### src/design/bscd_pkg.sv
// ----------------------------------------------------------------------------
// bscd_pkg
// Shared types and constants of the bright spot centroid hit detector.
// ----------------------------------------------------------------------------
package bscd_pkg;

    // Default raster limits.
    localparam int MAX_WIDTH_DEF  = 1024;
    localparam int MAX_HEIGHT_DEF = 1024;

    // Register widths and reset values.
    localparam int FW_W    = 11;
    localparam int TH_W    = 8;
    localparam int TGT_W   = 10;
    localparam int CFG_W   = 11;
    localparam int ADDR_W  = 3;

    localparam logic [FW_W-1:0]  FRAME_WIDTH_RST   = 11'd1024;
    localparam logic [TH_W-1:0]  THRESHOLD_RST     = 8'd230;
    localparam logic [TGT_W-1:0] TARGET_X_RST      = 10'd512;
    localparam logic [TGT_W-1:0] TARGET_Y_RST      = 10'd384;
    localparam logic [TGT_W-1:0] TARGET_RADIUS_RST = 10'd40;

    // Stream payload widths.
    localparam int IN_TDATA_W  = 24;
    localparam int OUT_TDATA_W = 72;
    localparam int SPOT_W      = 10;
    localparam int SCNT_W      = 21;
    localparam int RR_W        = 2 * TGT_W;

    // Bit positions in the result tdata.
    localparam int OB_SPOT_X   = 24;
    localparam int OB_SPOT_Y   = 34;
    localparam int OB_COUNT    = 44;
    localparam int OB_NEW_SHOT = 65;
    localparam int OB_HIT      = 66;
    localparam int OUT_USED_W  = 67;

    typedef enum logic [ADDR_W-1:0] {
        CFG_FRAME_WIDTH     = 3'd0,
        CFG_VALUE_THRESHOLD = 3'd1,
        CFG_TARGET_X        = 3'd2,
        CFG_TARGET_Y        = 3'd3,
        CFG_TARGET_RADIUS   = 3'd4
    } cfg_idx_t;

    // Result kinds carried on tuser.
    localparam logic KIND_PIXEL   = 1'b0;
    localparam logic KIND_SUMMARY = 1'b1;

    typedef enum logic [1:0] {
        ST_PIXEL,
        ST_DIV,
        ST_SQUARE,
        ST_SUMMARY
    } state_t;

    // Controller to datapath.
    typedef struct packed {
        logic accept;        // pixel beat taken this cycle
        logic div_step;      // one quotient bit
        logic square_en;     // register distance squares
        logic load_summary;  // place the frame summary in the output register
    } cmd_t;

    // Datapath to controller.
    typedef struct packed {
        logic out_free;      // output register can take a beat this cycle
        logic div_last;      // final quotient bit in progress
    } status_t;

endpackage

### src/design/bscd_ctrl.sv
// ----------------------------------------------------------------------------
// bscd_ctrl
// Sequencer: pixel pass, centroid division, distance square, summary.
// ----------------------------------------------------------------------------
module bscd_ctrl
    import bscd_pkg::*;
(
    input  logic    aclk,
    input  logic    aresetn,
    input  logic    s_tvalid,
    input  logic    s_tlast,
    output logic    s_tready,
    output cmd_t    cmd,
    input  status_t sts
);

    state_t state_reg;
    state_t state_next;

    always_ff @(posedge aclk) begin
        if (!aresetn) begin
            state_reg <= ST_PIXEL;
        end else begin
            state_reg <= state_next;
        end
    end

    always_comb begin
        state_next       = state_reg;
        cmd              = '0;
        s_tready         = 1'b0;
        unique case (state_reg)
            ST_PIXEL: begin
                s_tready   = sts.out_free;
                cmd.accept = s_tvalid && sts.out_free;
                if (cmd.accept && s_tlast) begin
                    state_next = ST_DIV;
                end
            end
            ST_DIV: begin
                cmd.div_step = 1'b1;
                if (sts.div_last) begin
                    state_next = ST_SQUARE;
                end
            end
            ST_SQUARE: begin
                cmd.square_en = 1'b1;
                state_next    = ST_SUMMARY;
            end
            ST_SUMMARY: begin
                cmd.load_summary = sts.out_free;
                if (sts.out_free) begin
                    state_next = ST_PIXEL;
                end
            end
            default: begin
                state_next = ST_PIXEL;
            end
        endcase
    end

`ifndef ASSERT_OFF
    // A frame end always starts the division.
    a_frame_end_divides: assert property (@(posedge aclk) disable iff (!aresetn)
        (cmd.accept && s_tlast) |=> (state_reg == ST_DIV))
        else $error("frame end did not start division");

    // The square stage follows only the last quotient bit.
    a_square_after_div: assert property (@(posedge aclk) disable iff (!aresetn)
        (state_reg == ST_SQUARE) |-> ($past(state_reg) == ST_DIV && $past(sts.div_last)))
        else $error("square stage entered early");
`endif

endmodule

### src/design/bscd_datapath.sv
// ----------------------------------------------------------------------------
// bscd_datapath
// Config registers, position counters, sums, divider, hit test, output register.
// ----------------------------------------------------------------------------
module bscd_datapath
    import bscd_pkg::*;
#(
    parameter int MAX_WIDTH  = MAX_WIDTH_DEF,
    parameter int MAX_HEIGHT = MAX_HEIGHT_DEF
) (
    input  logic                   aclk,
    input  logic                   aresetn,
    input  logic                   cfg_we,
    input  logic [ADDR_W-1:0]      cfg_addr,
    input  logic [CFG_W-1:0]       cfg_wdata,
    input  logic [IN_TDATA_W-1:0]  s_tdata,
    input  logic                   s_tlast,
    output logic                   m_tvalid,
    input  logic                   m_tready,
    output logic [OUT_TDATA_W-1:0] m_tdata,
    output logic                   m_tuser,
    output logic                   m_tlast,
    input  cmd_t                   cmd,
    output status_t                sts
);

    localparam int COL_W   = $clog2(MAX_WIDTH);
    localparam int ROW_W   = $clog2(MAX_HEIGHT);
    localparam int MAX_PIX = MAX_WIDTH * MAX_HEIGHT;
    localparam int CNT_W   = $clog2(MAX_PIX + 1);
    localparam int DQ      = (COL_W > ROW_W) ? COL_W : ROW_W;
    localparam int DS_W    = DQ + CNT_W;
    localparam int DCW     = (DQ > 1) ? $clog2(DQ) : 1;
    localparam int EW      = (COL_W + 1 > FW_W) ? COL_W + 1 : FW_W;
    localparam int DXW     = ((DQ > TGT_W) ? DQ : TGT_W) + 1;
    localparam int SQ_W    = 2 * DXW;
    localparam int PAD_W   = OUT_TDATA_W - OUT_USED_W;

    // Configuration
    logic [FW_W-1:0]  frame_width_reg;
    logic [TH_W-1:0]  threshold_reg;
    logic [TGT_W-1:0] target_x_reg;
    logic [TGT_W-1:0] target_y_reg;
    logic [TGT_W-1:0] target_radius_reg;

    // Frame accumulation
    logic [COL_W-1:0] column_reg;
    logic [ROW_W-1:0] row_reg;
    logic [DS_W-1:0]  sum_x_reg;
    logic [DS_W-1:0]  sum_y_reg;
    logic [CNT_W-1:0] cnt_reg;
    logic             shot_reg;

    // Divider and hit test
    logic [DS_W-1:0]  rem_x_reg;
    logic [DS_W-1:0]  rem_y_reg;
    logic [DS_W-1:0]  dvs_reg;
    logic [DQ-1:0]    q_x_reg;
    logic [DQ-1:0]    q_y_reg;
    logic [DCW-1:0]   div_cnt_reg;
    logic [CNT_W-1:0] cnt_hold_reg;
    logic [SQ_W-1:0]  sq_x_reg;
    logic [SQ_W-1:0]  sq_y_reg;
    logic [RR_W-1:0]  rr_reg;

    // Output register
    logic                   m_tvalid_reg;
    logic [OUT_TDATA_W-1:0] m_tdata_reg;
    logic                   m_tuser_reg;
    logic                   m_tlast_reg;

    // Pixel path
    logic [7:0]       px_blue;
    logic [7:0]       px_green;
    logic [7:0]       px_red;
    logic             bright;
    logic             add_en;
    logic [DS_W-1:0]  sum_x_next;
    logic [DS_W-1:0]  sum_y_next;
    logic [CNT_W-1:0] cnt_next;
    logic [EW-1:0]    fw_ext;
    logic [EW-1:0]    eff_width;
    logic [EW-1:0]    col_inc;
    logic             col_wrap;
    logic             row_wrap;

    assign px_blue  = s_tdata[7:0];
    assign px_green = s_tdata[15:8];
    assign px_red   = s_tdata[23:16];
    assign bright   = (px_blue >= threshold_reg) || (px_green >= threshold_reg)
                      || (px_red >= threshold_reg);
    assign add_en   = bright && (cnt_reg < CNT_W'(MAX_PIX));

    assign sum_x_next = add_en ? sum_x_reg + DS_W'(column_reg) : sum_x_reg;
    assign sum_y_next = add_en ? sum_y_reg + DS_W'(row_reg) : sum_y_reg;
    assign cnt_next   = add_en ? cnt_reg + CNT_W'(1) : cnt_reg;

    // Zero width acts as one, oversize clamps to the raster limit.
    assign fw_ext = EW'(frame_width_reg);
    always_comb begin
        eff_width = fw_ext;
        if (fw_ext == '0) begin
            eff_width = EW'(1);
        end else if (fw_ext > EW'(MAX_WIDTH)) begin
            eff_width = EW'(MAX_WIDTH);
        end
    end
    assign col_inc  = EW'(column_reg) + EW'(1);
    assign col_wrap = col_inc >= eff_width;
    assign row_wrap = row_reg == ROW_W'(MAX_HEIGHT - 1);

    // Divider step: restoring, one quotient bit per cycle on both axes.
    logic x_ge;
    logic y_ge;
    assign x_ge = rem_x_reg >= dvs_reg;
    assign y_ge = rem_y_reg >= dvs_reg;

    // Hit test
    logic [DXW-1:0]        qx_ext;
    logic [DXW-1:0]        qy_ext;
    logic signed [DXW-1:0] dx;
    logic signed [DXW-1:0] dy;
    logic signed [SQ_W-1:0] dx_sq;
    logic signed [SQ_W-1:0] dy_sq;
    logic [RR_W-1:0]       rr_next;
    logic [SQ_W:0]         dist_sum;
    logic                  have_spot;
    logic                  new_shot;
    logic                  hit;
    logic [SPOT_W-1:0]     spot_x;
    logic [SPOT_W-1:0]     spot_y;
    logic [CNT_W+SCNT_W-1:0] cnt_ext;

    assign qx_ext   = DXW'(q_x_reg);
    assign qy_ext   = DXW'(q_y_reg);
    assign dx       = $signed(qx_ext) - $signed(DXW'(target_x_reg));
    assign dy       = $signed(qy_ext) - $signed(DXW'(target_y_reg));
    assign dx_sq    = SQ_W'(dx) * SQ_W'(dx);
    assign dy_sq    = SQ_W'(dy) * SQ_W'(dy);
    assign rr_next  = RR_W'(target_radius_reg) * RR_W'(target_radius_reg);
    assign dist_sum = (SQ_W+1)'(sq_x_reg) + (SQ_W+1)'(sq_y_reg);

    assign have_spot = cnt_hold_reg != '0;
    assign new_shot  = have_spot && !shot_reg;
    assign hit       = new_shot && (dist_sum < (SQ_W+1)'(rr_reg));
    assign spot_x    = have_spot ? qx_ext[SPOT_W-1:0] : '0;
    assign spot_y    = have_spot ? qy_ext[SPOT_W-1:0] : '0;
    assign cnt_ext   = (CNT_W+SCNT_W)'(cnt_hold_reg);

    // Control state
    always_ff @(posedge aclk) begin
        if (!aresetn) begin
            frame_width_reg   <= FRAME_WIDTH_RST;
            threshold_reg     <= THRESHOLD_RST;
            target_x_reg      <= TARGET_X_RST;
            target_y_reg      <= TARGET_Y_RST;
            target_radius_reg <= TARGET_RADIUS_RST;
            column_reg        <= '0;
            row_reg           <= '0;
            sum_x_reg         <= '0;
            sum_y_reg         <= '0;
            cnt_reg           <= '0;
            shot_reg          <= 1'b0;
            m_tvalid_reg      <= 1'b0;
        end else begin
            if (cfg_we) begin
                unique case (cfg_addr)
                    CFG_FRAME_WIDTH:     frame_width_reg   <= cfg_wdata;
                    CFG_VALUE_THRESHOLD: threshold_reg     <= cfg_wdata[TH_W-1:0];
                    CFG_TARGET_X:        target_x_reg      <= cfg_wdata[TGT_W-1:0];
                    CFG_TARGET_Y:        target_y_reg      <= cfg_wdata[TGT_W-1:0];
                    CFG_TARGET_RADIUS:   target_radius_reg <= cfg_wdata[TGT_W-1:0];
                    default: ;
                endcase
            end

            if (cmd.accept) begin
                if (s_tlast) begin
                    column_reg <= '0;
                    row_reg    <= '0;
                    sum_x_reg  <= '0;
                    sum_y_reg  <= '0;
                    cnt_reg    <= '0;
                end else begin
                    sum_x_reg <= sum_x_next;
                    sum_y_reg <= sum_y_next;
                    cnt_reg   <= cnt_next;
                    if (col_wrap) begin
                        column_reg <= '0;
                        row_reg    <= row_wrap ? '0 : row_reg + ROW_W'(1);
                    end else begin
                        column_reg <= COL_W'(col_inc);
                    end
                end
            end

            if (cmd.load_summary) begin
                shot_reg <= have_spot;
            end

            if (cmd.accept || cmd.load_summary) begin
                m_tvalid_reg <= 1'b1;
            end else if (m_tready) begin
                m_tvalid_reg <= 1'b0;
            end
        end
    end

    // Payload
    always_ff @(posedge aclk) begin
        if (cmd.accept && s_tlast) begin
            rem_x_reg    <= sum_x_next;
            rem_y_reg    <= sum_y_next;
            dvs_reg      <= DS_W'(cnt_next) << (DQ - 1);
            cnt_hold_reg <= cnt_next;
            div_cnt_reg  <= '0;
        end else if (cmd.div_step) begin
            if (x_ge) begin
                rem_x_reg <= rem_x_reg - dvs_reg;
            end
            if (y_ge) begin
                rem_y_reg <= rem_y_reg - dvs_reg;
            end
            q_x_reg     <= DQ'({q_x_reg, x_ge});
            q_y_reg     <= DQ'({q_y_reg, y_ge});
            dvs_reg     <= dvs_reg >> 1;
            div_cnt_reg <= div_cnt_reg + DCW'(1);
        end

        if (cmd.square_en) begin
            sq_x_reg <= $unsigned(dx_sq);
            sq_y_reg <= $unsigned(dy_sq);
            rr_reg   <= rr_next;
        end

        if (cmd.accept) begin
            m_tdata_reg <= {{(OUT_TDATA_W-IN_TDATA_W){1'b0}},
                            bright ? px_red   : 8'd0,
                            bright ? px_green : 8'd0,
                            bright ? px_blue  : 8'd0};
            m_tuser_reg <= KIND_PIXEL;
            m_tlast_reg <= !s_tlast;
        end else if (cmd.load_summary) begin
            m_tdata_reg <= {{PAD_W{1'b0}}, hit, new_shot, cnt_ext[SCNT_W-1:0],
                            spot_y, spot_x, {IN_TDATA_W{1'b0}}};
            m_tuser_reg <= KIND_SUMMARY;
            m_tlast_reg <= 1'b1;
        end
    end

    assign sts.out_free = !m_tvalid_reg || m_tready;
    assign sts.div_last = div_cnt_reg == DCW'(DQ - 1);

    assign m_tvalid = m_tvalid_reg;
    assign m_tdata  = m_tdata_reg;
    assign m_tuser  = m_tuser_reg;
    assign m_tlast  = m_tlast_reg;

`ifndef ASSERT_OFF
    // A summary beat always closes the results of its pixel.
    a_summary_last: assert property (@(posedge aclk) disable iff (!aresetn)
        (m_tvalid && m_tuser == KIND_SUMMARY) |-> m_tlast)
        else $error("summary beat without tlast");

    // A hit is only reported together with a new shot.
    a_hit_needs_shot: assert property (@(posedge aclk) disable iff (!aresetn)
        (m_tvalid && m_tdata[OB_HIT]) |-> m_tdata[OB_NEW_SHOT])
        else $error("hit reported without new shot");
`endif

endmodule

### src/design/bright_spot_centroid_hit_detector.sv
// ----------------------------------------------------------------------------
// bright_spot_centroid_hit_detector
// Bright spot mask, per-frame centroid and target hit decision on a BGR stream.
// ----------------------------------------------------------------------------
// Usage:
//   Feed one pixel per beat on the s_ channel, tlast on the last pixel of a
//   frame. Every pixel beat yields one masked pixel beat on the m_ channel
//   (tuser = 0): the pixel as is when any channel reaches value_threshold,
//   black otherwise. The frame-end pixel is followed by a summary beat
//   (tuser = 1) with the truncated centroid, bright pixel count, new-shot and
//   hit flags; m_tlast marks the last beat caused by each input beat.
//   A pixel beat appears in the cycle after it is taken. Throughput is
//   one pixel per cycle within a frame while the output register is free.
//   After the frame-end pixel the input holds off while the restoring divider
//   produces one centroid bit per cycle on both axes (Q-bit quotients, Q =
//   clog2 of the larger raster limit, 10 by default), then the distance
//   squares are registered, then the summary enters the output register.
//   The single output register stalls the input while a beat waits and
//   m_tready is low. Reset (aresetn low, synchronous) restores register
//   defaults, clears position, sums and count, and returns to waiting for a
//   shot. Write configuration only while idle.
// ----------------------------------------------------------------------------
module bright_spot_centroid_hit_detector
    import bscd_pkg::*;
#(
    parameter int MAX_WIDTH  = MAX_WIDTH_DEF,
    parameter int MAX_HEIGHT = MAX_HEIGHT_DEF
) (
    input  logic                   aclk,
    input  logic                   aresetn,

    // Configuration write port
    input  logic                   cfg_we,
    input  logic [ADDR_W-1:0]      cfg_addr,
    input  logic [CFG_W-1:0]       cfg_wdata,

    // Pixel input
    input  logic                   s_tvalid,
    output logic                   s_tready,
    input  logic [IN_TDATA_W-1:0]  s_tdata,   // blue[7:0], green[15:8], red[23:16]
    input  logic                   s_tlast,   // frame_end

    // Results
    output logic                   m_tvalid,
    input  logic                   m_tready,
    output logic [OUT_TDATA_W-1:0] m_tdata,   // out_blue[7:0], out_green[15:8],
                                              // out_red[23:16], spot_x[33:24],
                                              // spot_y[43:34], spot_count[64:44],
                                              // new_shot[65], hit[66], zero[71:67]
    output logic                   m_tuser,   // kind
    output logic                   m_tlast    // last
);

    cmd_t    cmd;
    status_t sts;

    // Sequence the pixel pass and the end-of-frame work.
    bscd_ctrl u_ctrl (
        .aclk     (aclk),
        .aresetn  (aresetn),
        .s_tvalid (s_tvalid),
        .s_tlast  (s_tlast),
        .s_tready (s_tready),
        .cmd      (cmd),
        .sts      (sts)
    );

    // Hold configuration, accumulate, divide, test and drive the result beat.
    bscd_datapath #(
        .MAX_WIDTH  (MAX_WIDTH),
        .MAX_HEIGHT (MAX_HEIGHT)
    ) u_datapath (
        .aclk      (aclk),
        .aresetn   (aresetn),
        .cfg_we    (cfg_we),
        .cfg_addr  (cfg_addr),
        .cfg_wdata (cfg_wdata),
        .s_tdata   (s_tdata),
        .s_tlast   (s_tlast),
        .m_tvalid  (m_tvalid),
        .m_tready  (m_tready),
        .m_tdata   (m_tdata),
        .m_tuser   (m_tuser),
        .m_tlast   (m_tlast),
        .cmd       (cmd),
        .sts       (sts)
    );

endmodule
### config.mk
export PLATFORM = sky130hd
export DESIGN_NAME = bright_spot_centroid_hit_detector
export DESIGN_NICKNAME = d
export VERILOG_FILES = /design/src/design/bscd_pkg.sv /design/src/design/bscd_ctrl.sv /design/src/design/bscd_datapath.sv /design/src/design/bright_spot_centroid_hit_detector.sv
export SDC_FILE = /design/constraint.sdc
export NUM_CORES = 2
export LEC_CHECK = 0
export BUFFER_PORTS_ARGS = -buffer_cell sky130_fd_sc_hd__buf_2
export CAP_MARGIN = 20
export CORE_ASPECT_RATIO = 0.5
export CORE_MARGIN = 4
export CORE_UTILIZATION = 40
export CTS_BUF_LIST = sky130_fd_sc_hd__clkbuf_8
export CTS_CLUSTER_DIAMETER = 80
export DETAILED_ROUTE_END_ITERATION = 8
export SYNTH_ARGS = -nofsm -noshare
export SYNTH_HDL_FRONTEND = slang
export SYNTH_SLANG_ARGS = --single-unit
### constraint.sdc
create_clock -name aclk -period 9.19 [get_ports aclk]
set_input_delay 1.3785 -clock aclk [delete_from_list [all_inputs] [get_ports aclk]]
set_output_delay 1.3785 -clock aclk [all_outputs]
set_load 0.01 [all_outputs]
# After elaboration in Yosys (flattened, before gate mapping)
# Index checks and enable logic that the tools add are counted.
# op_classes
n_addsub,11
n_mul,3
order_cmp,9
eq_ne,12
n_mux,41
bitwise_logic,1
n_reduce_logical,33
# ops
operator,count
two-way mux 31 bit,10
two-way mux 10 bit,7
adder 31 x 10 -> 31 bit,2
>= comparator 31 x 30 -> 1 bit,2
subtractor 31 x 30 -> 31 bit,2
two-way mux 30 bit,2
two-way mux 24 bit,2
multiplier 11 x 11 -> 22 bit,2
two-way mux 21 bit,2
>= comparator 8 bit,3
two-way mux 8 bit,3
adder 22 x 22 -> 23 bit,1
< comparator 23 x 20 -> 1 bit,1
two-way mux 11 bit,2
subtractor 10 x 10 -> 11 bit,2
"adder 21 x 1 -> 21 bit, second input constant",1
"< comparator 21 bit, second input constant",1
nonzero test 21 bit,1
multiplier 10 x 10 -> 20 bit,1
AND reduction 2 bit,9
nonzero test 2 bit,6
"adder 10 x 1 -> 11 bit, second input constant",1
>= comparator 11 bit,1
"> comparator 11 bit, second input constant",1
22 further kinds,45
# word_totals
regBits,426
elab_cells,138

# Longest topological paths before layout
# logic_depth
depth_word,7
depth_mapped,32

# By module
# From an unflattened synthesis, not the netlist that was laid out.
# hier_totals
hier_cells,3816
area_unflattened_um2,34708.3
# modules_own_cells
module,instances,cells_per_inst,area_per_inst_um2
bscd_datapath,1,3793,34500.6
bscd_ctrl,1,23,207.7

# Least setup slack after synthesis
# Ideal clock, no wire load.
# synth_path
path_kind,register to register
start,reg u_datapath.q_y_reg[0]
end,"reg u_datapath.sq_y_reg[20], data pin"
setup_ns,0.258
arrival_time_ns,6.997
required_time_ns,8.932
path_slack_ns,1.936
path_stages_with_launch,31
path_buffers,1
path_cell_list,edfxtp_1 inv_1 ha_1 inv_1 fa_1 a21o_1 a21oi_1 o21bai_1 a21o_1 a31o_2 a21o_1 clkbuf_1 clkinv_1 nand2_1 fa_1 inv_1 fa_1 fa_1 fa_1 inv_1 fa_1 inv_1 ha_1 a21o_1 a21o_1 a21oi_1 o21ai_0 a2111oi_0 o21bai_1 a21oi_1 xnor2_1
# synth_between
elab_chain_cells,2
# synth_lines
item,line,rtl
"start, declared",bscd_datapath.sv:59,logic [DQ-1:0] q_y_reg;
"start signal, assigned",bscd_datapath.sv:225,"q_y_reg <= DQ'({q_y_reg, y_ge});"
subtractor 10 x 10 -> 11 bit,bscd_datapath.sv:137,assign dy = $signed(qy_ext) - $signed(DXW'(target_y_reg));
multiplier 11 x 11 -> 22 bit,bscd_datapath.sv:139,assign dy_sq = SQ_W'(dy) * SQ_W'(dy);
via u_datapath.dy_sq[20],bscd_datapath.sv:124,logic signed [SQ_W-1:0] dy_sq;
"end signal, assigned",bscd_datapath.sv:232,sq_y_reg <= $unsigned(dy_sq);
"end, declared",bscd_datapath.sv:63,logic [SQ_W-1:0] sq_y_reg;
# The timed path passes the listed nets, and every way through them passes these cells.
# A chain may end at the register's enable or synchronous reset.

# Worst setup path in the final report
# Same ends and word-level chain as after synthesis.

==> metrics.md <==
| Metric | Value |
|---|---|
| Status | `complete, no violations` |
| H-tree levels | `3` |
| FMAX | `128.6 MHz` |
| Synthesized flop and latch total | `423` |
| Max-slew headroom | `26.71%` |
| DR vias | `26850` |
| Synth Instances | `3796` |
| CTS tree | `yes` |
| Cell Rows | `76` |
| I/O Pins | `120` |
| Most common cell after layout, fill and taps aside | `inv_1` |
| Clock slew at reported path FFs | `0.07 ns` |
| Post-route ant nets | `0` |
| Global-route wire length before repair | `142400 µm` |
| Hold_sp | `u_datapath.q_x_reg[0]` |
| GRT Total Usage | `19.04%` |
| Max FFs per register | `67` |
| Postcts setup bufs | `0` |
| Final wirelength | `87380 µm` |
| Yosys top cell by area | `edfxtp_1` |
| Crit path required time | `9.62 ns` |
| Layout area overhead | `9.560%` |
| Initial core utilization | `40.33%` |
| Compound-Gate Fraction of Synth Area | `13.92%` |
| Layout Cells excl Fill | `5125` |
| Slowest cell on the critical path | `fa_1` |
| Vias in the first global route | `27550` |
| Top-area cell type share of the netlist area | `18.19%` |
| Seq/Total Area, Yosys | `30.49%` |
| Post-synthesis mux area share | `0.7290%` |
| CORE AREA | `0.08596 mm²` |
| DP Wirelength | `65430 µm` |
| Share of cells above drive strength 1 | `8.101%` |
| Tmin final | `7.774 ns` |
| CTS Buf Count | `72` |
| Final routed DRC violation total | `0` |
| Gr ovfl total | `0` |
| Setup CP Type | `reg2reg` |
| Largest net degree at the start of global routing | `75` |
| Largest family of logic cells by synthesized area | `adder cells` |
| CP most frequent cell | `fa_1` |
| Max-slew violations | `0` |
| Cell variety after synth | `95` |
| Syn_area_per_cell | `9.133 µm²` |
| First-pass detailed-route iteration total | `5` |
| Startpoint Class | `flop` |
| Die Y | `216.2 µm` |
| Post-CTS Resized | `0` |
| Hold buffers post-CTS | `0` |
| Via/cell ratio | `5.239` |
| Worst r2r src | `u_datapath.q_y_reg[0]` |
| Synth area leaders | `edfxtp_1 18%, fa_1 15%, dfxtp_1 12%` |
| Crit end category | `flop` |
| Synth Area in Simple Gates | `15.55%` |
| Synth Area in Adders | `26.27%` |
| Post-synth EDFFs | `210` |
| Hold Vio Cnt, Final | `0` |
| Placed cells | `4987` |
| Ys Warns | `0` |
| Setup violations, final | `0` |
| Initial antenna violation count | `7` |
| Synth async-reset ratio | `0%` |
| WL per Instance | `17.05 µm` |
| Hold crit path type | `reg2reg` |
| Clock tree buffer depth | `3` |
| Root buffer cell | `clkbuf_8` |
| Maximum Capacitance Violations | `0` |
| Count of buffers from port buffering | `114` |
| Critical path's largest stage delay | `0.55 ns` |
| Synth Cell Area | `0.03467 mm²` |
| Post-synthesis xor/xnor area fraction | `5.936%` |
| Skew final | `0.04608 ns` |
| Synth Flop Type | `dfxtp_1` |
| Die Width | `424.4 µm` |
| Die ar. | `0.09174 mm²` |
| Worst-Margin Slew | `1.095 ns` |
| WP data arrival | `8.20 ns` |
| Clk_lat worst skew | `0.69 ns` |
| Clock sinks | `423` |
| Commonest cells after routing, fill and taps aside | `519 x inv_1, 404 x nand2_1, 319 x ha_1` |
| Critical Path Start | `u_datapath.q_y_reg[0]` |
| Crit path max fanout | `12` |
| Hold Slack | `0.4546 ns` |
| Fin nets | `4511` |
| RSZ-0062 raised after global routing | `no` |
| Setup TNS | `0 ns` |
| First DRT Iteration DRCs | `1678` |
| Cell area after layout | `0.03799 mm²` |
| Final worst-path cycle share | `84.59%` |
| Post-placement cell area | `0.03645 mm²` |
| GPL Wtd Cong | `0.8891` |
-- metrics by stage --
| step | worst slack [ns] | utilization (%) |
|---|---|---|
| 2_1_floorplan | 1.936 | - |
| 3_3_place_gp | 1.466 | 42.40 |
| 3_5_place_dp | 1.416 | 42.40 |
| 4_1_cts | 1.401 | 44.16 |
| 5_1_grt | 0.8813 | 44.19 |
| 6_report | 1.416 | 44.19 |
-- per-layer routing --
metal  up-vias  global-route usage [%]  share of wire [%]
li1      13120                       -                  -
met1     13010                   24.40                 44
met2       565                   33.26                 49
met3       160                   2.636                4.3
met4         0                   6.188                2.8
met5         -                       0                  0
-- worst paths after layout --
path / endpoint / slack (ns) / depth (start not counted)
worst max-delay path: u_datapath.sq_y_reg[20] / 1.42 / 29
worst min-delay path: u_datapath.q_x_reg[1] / 0.45 / 0
worst max register to register: u_datapath.sq_y_reg[20] / 1.42 / 29
worst min register to register: u_datapath.q_x_reg[1] / 0.45 / 0
-- synthesized netlist by cell type (27+ instances only) --
master / n
and3_1: 73
nand2b_1: 32
a21oi_1: 252
clkbuf_1: 111
nor3_1: 68
or3_1: 34
xnor2_1: 145
a31oi_1: 34
fa_1: 255
nand2_1: 405
inv_1: 500
edfxtp_1: 210
a21o_1: 78
nor2b_1: 28
nand4_1: 27
o21ai_0: 161
and2_1: 46
xor2_1: 90
o21a_1: 31
nor2_1: 281
dfxtp_1: 213
ha_1: 320
nand3_1: 67
-- critical path: cells and delay by family, from the launching register on --
kind                       cells  cell delay (ns)
DFF                            1             0.38
AOI/OAI and AO/OA             13             2.76
buffers and inverters          6             0.58
xor gates and xnor gates       1             0.08
adders and majority gates      8             3.59
and+or+nand+nor                1             0.13
-- cells by family (layout without fill, tap and decap cells) --
logic type      Yosys count  count (layout)
other cells               1              10
fa+ha+maj               575             575
simple gates           1136            1136
flops                   423             423
buf+inv                 638             788
xor+xnor                235             235
mux                      25              25
compound gates          763             763
-- area by class of cell --
type | instances | area [µm²]
diodes | 5 | 12.51
clock buffers | 85 | 1170
clock inverters | 47 | 341.6
fillers | 8449 | 47980
inverters | 505 | 1901
multi-input cells | 2739 | 21670
flip-flops and latches | 423 | 10570
well taps | 1170 | 1464
repair buffers | 151 | 852.1
Power is not shown: default switching activity piles up to over one toggle a cycle in this logic, so the estimate is an artifact.
